===== config.mk =====
export PLATFORM = sky130hd
export DESIGN_NAME = indexed_list_engine
export DESIGN_NICKNAME = d
export VERILOG_FILES = /design/src/hdl/ile_pkg.sv /design/src/hdl/ile_ram.sv /design/src/hdl/ile_step.sv /design/src/hdl/indexed_list_engine.sv
export SDC_FILE = /design/constraint.sdc
export NUM_CORES = 2
export LEC_CHECK = 0
export BUFFER_PORTS_ARGS = -buffer_cell sky130_fd_sc_hd__buf_2
export CAP_MARGIN = 10
export CORE_MARGIN = 1.5
export CORE_UTILIZATION = 55
export CTS_CLUSTER_DIAMETER = 150
export DETAILED_ROUTE_END_ITERATION = 12
export PLACE_DENSITY = 0.71
export SLEW_MARGIN = 30
export SYNTH_ARGS = -nofsm -noshare
export SYNTH_HDL_FRONTEND = slang
export SYNTH_SLANG_ARGS = --single-unit

===== constraint.sdc =====
create_clock -name clk -period 3.8 [get_ports clk]
set_clock_uncertainty 0.1 [all_clocks]
set_input_delay 0.76 -clock clk [delete_from_list [all_inputs] [get_ports clk]]
set_output_delay 0.76 -clock clk [all_outputs]
set_load 0.1 [all_outputs]

===== src/hdl/ile_pkg.sv =====
// Shared types and constants for the indexed list engine.
// No dependencies; imported by ile_step, indexed_list_engine and the testbench.
`timescale 1ns / 1ps

package ile_pkg;

    localparam int CAPACITY    = 64;
    localparam int VALUE_WIDTH = 32;
    localparam int ADDR_W      = $clog2(CAPACITY);
    localparam int POS_W       = 7;
    localparam int CNT_W       = 7;
    localparam int CMD_W       = 2;
    localparam int STAT_W      = 2;
    localparam int S_TDATA_W   = ((POS_W + VALUE_WIDTH + 7) / 8) * 8;
    localparam int M_TDATA_W   = ((VALUE_WIDTH + CNT_W + 7) / 8) * 8;

    typedef enum logic [CMD_W-1:0] {
        CMD_INSERT = 2'd0,
        CMD_REMOVE = 2'd1,
        CMD_GET    = 2'd2
    } cmd_t;

    typedef enum logic [STAT_W-1:0] {
        STAT_OK      = 2'd0,
        STAT_BAD_POS = 2'd1,
        STAT_FULL    = 2'd2
    } status_t;

    typedef struct packed {
        logic [CNT_W-1:0] nxt;
        logic             done;
    } ile_step_t;

endpackage


===== src/hdl/ile_ram.sv =====
// Generic single-write, single-read RAM with registered read data.
// No dependencies.
`timescale 1ns / 1ps

module ile_ram #(
    parameter int ADDR_W = 6,
    parameter int DATA_W = 32
) (
    input  logic              clk,
    input  logic              we,
    input  logic [ADDR_W-1:0] waddr,
    input  logic [DATA_W-1:0] wdata,
    input  logic [ADDR_W-1:0] raddr,
    output logic [DATA_W-1:0] rdata
);

    logic [DATA_W-1:0] mem_reg [2**ADDR_W];
    logic [DATA_W-1:0] rdata_reg;

    always_ff @(posedge clk)
    begin
        if (we)
        begin
            mem_reg[waddr] <= wdata;
        end
        rdata_reg <= mem_reg[raddr];
    end

    assign rdata = rdata_reg;

endmodule


===== src/hdl/ile_step.sv =====
// Shared index step unit: moves the shift index one place and checks the end.
// Depends on ile_pkg.
`timescale 1ns / 1ps

module ile_step
    import ile_pkg::*;
(
    input  logic [CNT_W-1:0] k,
    input  logic [CNT_W-1:0] limit,
    input  logic             down,
    output ile_step_t        res
);

    always_comb
    begin
        res.nxt  = down ? (k + CNT_W'(1)) : (k - CNT_W'(1));
        res.done = (k == limit);
    end

endmodule


===== src/hdl/indexed_list_engine.sv =====
// Indexed list engine: bounded ordered list with insert, remove and get by position.
// A get reads the RAM; a rejected or unused command goes straight to its result; insert and
// remove shift entries and insert then writes the value; entries move one per cycle through
// the single RAM port pair. A new item is taken the cycle after its predecessor's result is
// loaded. Reset (rst_n low, asynchronous) empties the list; stored values are not cleared.
// Depends on ile_pkg, ile_ram, ile_step.
`timescale 1ns / 1ps

module indexed_list_engine
    import ile_pkg::*;
(
    input  logic                 clk,
    input  logic                 rst_n,
    input  logic                 s_tvalid,
    output logic                 s_tready,
    input  logic [S_TDATA_W-1:0] s_tdata,   // position[6:0], value_in[38:7], zero pad
    input  logic [CMD_W-1:0]     s_tuser,   // cmd[1:0]
    output logic                 m_tvalid,
    input  logic                 m_tready,
    output logic [M_TDATA_W-1:0] m_tdata,   // value_out[31:0], count[38:32], zero pad
    output logic [STAT_W-1:0]    m_tuser    // status[1:0]
);

    typedef enum logic [2:0] {
        ST_IDLE,
        ST_SHIFT,
        ST_PLACE,
        ST_GET,
        ST_RESULT
    } state_t;

    state_t                 state_reg, state_next;
    cmd_t                   cmd_reg, cmd_next;
    logic [POS_W-1:0]       pos_reg, pos_next;
    logic [VALUE_WIDTH-1:0] val_reg, val_next;
    logic [CNT_W-1:0]       k_reg, k_next;
    logic [CNT_W-1:0]       limit_reg, limit_next;
    logic                   pend_reg, pend_next;
    logic [ADDR_W-1:0]      pend_addr_reg, pend_addr_next;
    logic [CNT_W-1:0]       count_reg, count_next;
    status_t                stat_reg, stat_next;
    logic [VALUE_WIDTH-1:0] rval_reg, rval_next;
    logic                   out_valid_reg, out_valid_next;
    status_t                out_stat_reg, out_stat_next;
    logic [VALUE_WIDTH-1:0] out_val_reg, out_val_next;
    logic [CNT_W-1:0]       out_cnt_reg, out_cnt_next;

    logic [POS_W-1:0]       in_pos;
    logic [VALUE_WIDTH-1:0] in_val;
    logic                   mem_we;
    logic [ADDR_W-1:0]      mem_waddr;
    logic [VALUE_WIDTH-1:0] mem_wdata;
    logic [ADDR_W-1:0]      mem_raddr;
    logic [VALUE_WIDTH-1:0] mem_rdata;
    ile_step_t              step;

    assign in_pos = s_tdata[POS_W-1:0];
    assign in_val = s_tdata[POS_W +: VALUE_WIDTH];

    ile_step u_step (
        .k     (k_reg),
        .limit (limit_reg),
        .down  (cmd_reg == CMD_REMOVE),
        .res   (step)
    );

    ile_ram #(
        .ADDR_W (ADDR_W),
        .DATA_W (VALUE_WIDTH)
    ) u_ram (
        .clk   (clk),
        .we    (mem_we),
        .waddr (mem_waddr),
        .wdata (mem_wdata),
        .raddr (mem_raddr),
        .rdata (mem_rdata)
    );

    assign s_tready = (state_reg == ST_IDLE);
    assign m_tvalid = out_valid_reg;
    assign m_tdata  = M_TDATA_W'({out_cnt_reg, out_val_reg});
    assign m_tuser  = out_stat_reg;

    always_comb
    begin
        state_next     = state_reg;
        cmd_next       = cmd_reg;
        pos_next       = pos_reg;
        val_next       = val_reg;
        k_next         = k_reg;
        limit_next     = limit_reg;
        pend_next      = pend_reg;
        pend_addr_next = pend_addr_reg;
        count_next     = count_reg;
        stat_next      = stat_reg;
        rval_next      = rval_reg;
        out_valid_next = out_valid_reg;
        out_stat_next  = out_stat_reg;
        out_val_next   = out_val_reg;
        out_cnt_next   = out_cnt_reg;
        mem_we         = 1'b0;
        mem_waddr      = pend_addr_reg;
        mem_wdata      = mem_rdata;
        mem_raddr      = step.nxt[ADDR_W-1:0];

        if (out_valid_reg && m_tready)
        begin
            out_valid_next = 1'b0;
        end

        unique case (state_reg)
            ST_IDLE:
            begin
                mem_raddr = in_pos[ADDR_W-1:0];
                if (s_tvalid)
                begin
                    cmd_next   = cmd_t'(s_tuser);
                    pos_next   = in_pos;
                    val_next   = in_val;
                    stat_next  = STAT_OK;
                    rval_next  = '0;
                    pend_next  = 1'b0;
                    state_next = ST_RESULT;
                    unique case (cmd_t'(s_tuser))
                        CMD_INSERT:
                        begin
                            if (in_pos > count_reg)
                            begin
                                stat_next = STAT_BAD_POS;
                            end
                            else if (count_reg >= CNT_W'(CAPACITY))
                            begin
                                stat_next = STAT_FULL;
                            end
                            else
                            begin
                                k_next     = count_reg;
                                limit_next = in_pos;
                                state_next = ST_SHIFT;
                            end
                        end
                        CMD_REMOVE:
                        begin
                            if (in_pos >= count_reg)
                            begin
                                stat_next = STAT_BAD_POS;
                            end
                            else
                            begin
                                k_next     = in_pos;
                                limit_next = count_reg - CNT_W'(1);
                                state_next = ST_SHIFT;
                            end
                        end
                        CMD_GET:
                        begin
                            if (in_pos >= count_reg)
                            begin
                                stat_next = STAT_BAD_POS;
                            end
                            else
                            begin
                                state_next = ST_GET;
                            end
                        end
                        default:
                        begin
                            stat_next = STAT_OK;
                        end
                    endcase
                end
            end
            ST_SHIFT:
            begin
                mem_we = pend_reg;
                if (!step.done)
                begin
                    pend_next      = 1'b1;
                    pend_addr_next = k_reg[ADDR_W-1:0];
                    k_next         = step.nxt;
                end
                else
                begin
                    pend_next = 1'b0;
                    if (cmd_reg == CMD_REMOVE)
                    begin
                        count_next = count_reg - CNT_W'(1);
                        state_next = ST_RESULT;
                    end
                    else
                    begin
                        state_next = ST_PLACE;
                    end
                end
            end
            ST_PLACE:
            begin
                mem_we     = 1'b1;
                mem_waddr  = pos_reg[ADDR_W-1:0];
                mem_wdata  = val_reg;
                count_next = count_reg + CNT_W'(1);
                state_next = ST_RESULT;
            end
            ST_GET:
            begin
                rval_next  = mem_rdata;
                state_next = ST_RESULT;
            end
            ST_RESULT:
            begin
                if (!out_valid_reg || m_tready)
                begin
                    out_valid_next = 1'b1;
                    out_stat_next  = stat_reg;
                    out_val_next   = rval_reg;
                    out_cnt_next   = count_reg;
                    state_next     = ST_IDLE;
                end
            end
            default:
            begin
                state_next = ST_IDLE;
            end
        endcase
    end

    always_ff @(posedge clk or negedge rst_n)
    begin
        if (!rst_n)
        begin
            state_reg     <= ST_IDLE;
            cmd_reg       <= CMD_GET;
            pos_reg       <= '0;
            val_reg       <= '0;
            k_reg         <= '0;
            limit_reg     <= '0;
            pend_reg      <= 1'b0;
            pend_addr_reg <= '0;
            count_reg     <= '0;
            stat_reg      <= STAT_OK;
            rval_reg      <= '0;
            out_valid_reg <= 1'b0;
            out_stat_reg  <= STAT_OK;
            out_val_reg   <= '0;
            out_cnt_reg   <= '0;
        end
        else
        begin
            state_reg     <= state_next;
            cmd_reg       <= cmd_next;
            pos_reg       <= pos_next;
            val_reg       <= val_next;
            k_reg         <= k_next;
            limit_reg     <= limit_next;
            pend_reg      <= pend_next;
            pend_addr_reg <= pend_addr_next;
            count_reg     <= count_next;
            stat_reg      <= stat_next;
            rval_reg      <= rval_next;
            out_valid_reg <= out_valid_next;
            out_stat_reg  <= out_stat_next;
            out_val_reg   <= out_val_next;
            out_cnt_reg   <= out_cnt_next;
        end
    end

`ifndef NO_ASSERTIONS
    a_count_bound: assert property (@(posedge clk) disable iff (!rst_n)
        count_reg <= CNT_W'(CAPACITY))
        else $error("entry count above capacity");

    a_idle_no_pend: assert property (@(posedge clk) disable iff (!rst_n)
        s_tready |-> !pend_reg)
        else $error("shift write still pending while taking a new transfer");

    a_count_change: assert property (@(posedge clk) disable iff (!rst_n)
        !$stable(count_reg) |-> ($past(state_reg) == ST_PLACE || $past(state_reg) == ST_SHIFT))
        else $error("entry count changed outside insert or remove");

    a_result_empty: assert property (@(posedge clk) disable iff (!rst_n)
        (state_reg == ST_RESULT && cmd_reg != CMD_GET) |-> (rval_reg == '0))
        else $error("read value set for a command other than get");
`endif

endmodule


==> impl_summary.txt <==
----------------------------------------------------
[Run status]
  Outcome ... complete, but fails checks
  Failing checks ... setup timing

[STA]
  Worst hold slack across all endpoints ... 0.05230 ns
  Minimum setup slack in the final design ... -0.03428 ns
  Final hold vios ... 0
  Number of failing setup endpoints in the final timing report ... 1
  Post-layout minimum cycle time ... 3.834 ns
  Worst slew margin relative to its limit ... 32.64%
  Tcrit/Tclk final ... 100.9%
  Transition time at the pin with the least slew margin ... 1.010 ns
  Final Max Tran Viols ... 0
  Top achievable clock speed ... 0.2608 GHz
  Setup repair after global routing missed its margin ... true

[Layout]
  Layout Cell Area excl Fill ... 0.1041 sq mm
  Most common cell after layout, fill and taps aside ... edfxtp_1
  Area growth from synthesis to layout ... 19.29%
  Footprint of the multi-input gates ... 0.02090 sq mm
  FF/Latch Area ... 0.06582 sq mm
  Commonest non-fill, non-tap cells in the layout ... edfxtp_1, nand2_1, a21oi_1
  Filler Cell Count ... 10.44k
  Share of final-layout standard cells stronger than drive strength 1 ... 19.26%
  Final design utilization ... 66.31%
  Fin nets ... 7007
  Max FFs per register ... 2048

[Placement]
  Area after detailed placement ... 0.09587 sq mm
  Port Buffers ... 87
  Weighted congestion at the end of routability-driven global placement ... 0.8735
  Half-perimeter wire length after detailed placement ... 146.6 mm

[Clock tree]
  Clock buffer count from CTS ... 209
  Worst-skew pair later-pin latency ... 0.86 ns
  CTS Root Buffer Type ... clkbuf_16
  Clock Tree Buf Depth ... 3
  H-tree depth ... 4
  Clock sink total ... 2227
  Clock tree from TritonCTS ... built
  Clock-pin slew reported for the worst setup and hold paths after clock tree synthesis ... 0.06 ns

[Critical path]
  Required arrival time at the worst endpoint ... 4.42 ns
  Startpoint-to-endpoint class of the critical path ... reg -> reg
  Signal arrival time at the worst endpoint ... 4.46 ns
  Startpoint kind of the worst setup timing path ... flop
  CP endpoint kind ... flop
  Largest fanout of any net on the critical path ... 18

[Global routing]
  GRT Max-Usage Layer ... met2
  First-pass GRT wire length ... 358.8 mm
  Maximum number of pins on one net before global-route repair ... 83
  Global route overflow ... 0
  Global-route total usage across every layer ... 30.40%
  Grt met2 use ... 47.17%
  GR met3 Demand/Resource ... 6.134%
  Number of global-route vias before repair ... 54.88k
  Met1 Resource Use GR ... 41.66%
  Antenna violations before repair ... 10

[Yosys]
  Share of synthesized registers carrying an async set or reset ... 6.601%
  Unique cell type count in the Yosys netlist ... 76
  Sequential element share of the synthesized area ... 75.45%
  Netlist area before placement ... 0.08723 sq mm
  Count of mapped cells out of synthesis ... 6418
  Synth warn ... 0
  Post-synth net total ... 6483
  Post-synth EDFFs ... 2048
  Mapped Avg Cell Area ... 13.59 sq um
  Number of synthesized register bits ... 2227
  Post-synth top flop ... edfxtp_1

[Floorplanning]
  Number of ports placed on the die boundary ... 90
  Total core area ... 0.1569 sq mm
  Row count ... 145
  Initial Util ... 55.59%
  Die Y-Extent ... 401.3 um
  Floorplan die area ... 0.1610 sq mm
  X dimension of the die ... 401.3 um

[Detailed routing]
  1st-iter DRT viols ... 8732
  First drt pass iteration count ... 8
  DRT Wirelength ... 251.5 mm
  DRC viols ... 0
  Routed wire length per instance ... 27.38 um
  Via density ... 6.368
  Antenna Violating Nets Remaining ... 0
  Total via count in the routed design ... 58.50k

[Run]
  Number of maximum-capacitance violations ... 0

[Hold path]
  Classification of the worst-slack hold path ... in -> reg

----------------------------------------------------
[cell usage after synthesis (all sizes together) (18+ instances only)]
| cell | instances | area share [%] |
|---|---|---|
| edfxtp | 2048 | 71 |
| nand2 | 1767 | 7.6 |
| a21oi | 589 | 3.4 |
| a22oi | 313 | 2.7 |
| a32oi | 282 | 2.8 |
| clkbuf | 268 | 1.2 |
| nand3 | 216 | 1.2 |
| buf | 164 | 0.92 |
| dfrtp | 146 | 4.2 |
| nor2 | 103 | 0.46 |
| nand4 | 99 | 0.71 |
| mux2 | 79 | 1.0 |
| o21ai | 65 | 0.37 |
| or3 | 35 | 0.26 |
| dfxtp | 32 | 0.73 |
| inv | 21 | 0.090 |
| ha | 18 | 0.26 |
[stage by stage]
step                std cells  TNS [ns]  setup slack (ns)
floorplan                6418         0           0.09216
global placement         8728    -8.244           -0.3502
finish                   9187  -0.03428          -0.03428
CTS                      9148         0           0.01083
global route             9185    -1.787           -0.1283
detailed placement       8729    -7.563           -0.3385
[cell type report]
class	instances	area share [%]
diodes	5	0.01202
clock buffers	283	5.461
clock inverters	110	0.9114
inverters	21	0.07575
multi-input cells	3738	20.08
flip-flops and latches	2227	63.25
well taps	2058	2.475
repair buffers	745	7.728
[critical path, stage by stage, from the launching register on]
cell      delay [ns]
dfstp_2         0.53
nand2b_4        0.17
inv_1           0.09
fa_2            0.36
nor2b_2         0.21
o21a_2          0.21
buf_4           0.13
o32ai_2         0.11
nor4_4          0.28
buf_4           0.15
buf_4           0.10
nor3_2          0.05
buf_12          0.17
buf_12          0.15
buf_4           0.14
a22oi_2         0.22
nand2_2         0.15
or3_4           0.38
[repair_timing]
| item | in CTS | in global routing |
|---|---|---|
| endpoints found under the hold margin | 90 | 0 |
| pin swaps | 10 | 57 |
| gates resized for setup | 23 | 152 |
| setup buffers | 12 | 25 |
| hold buffers | 13 | 0 |
| gates cloned | 1 | 10 |
| endpoints found under the setup margin | 32 | 49 |
[kinds of logic after synthesis]
group / Yosys count / share of synthesized area (%)
fa+ha+maj: 19 / 0.2811
mux: 93 / 1.180
flops: 2227 / 75.45
simple gates: 2283 / 10.73
other cells: 1 / 0.004299
xor+xnor: 18 / 0.1807
buf+inv: 453 / 2.162
compound gates: 1324 / 10.01
[routing by layer]
layer  part of all wire (%)  up-vias
li1                       -    25150
met1                     37    29090
met2                     46     3727
met3                     12      525
met4                    5.2       10
met5                  0.031        -
[path summary, 6_finish.rpt]
path	to	slack, ns	cells after the start	from
setup / recovery	u_ram.rdata[19]	-0.03	17	cmd_reg[1]
hold / removal	val_reg[23]	0.05	2	s_tdata[30]
setup reg to reg	u_ram.rdata[19]	-0.03	17	cmd_reg[1]
hold reg to reg	out_cnt_reg[5]	0.37	2	out_cnt_reg[5]
max in group asynchronous	k_reg[2]	2.28	3	rst_n
min in group asynchronous	out_val_reg[17]	0.43	2	rst_n
Power is not shown: default switching activity piles up to over one toggle a cycle in this logic, so the estimate is an artifact.
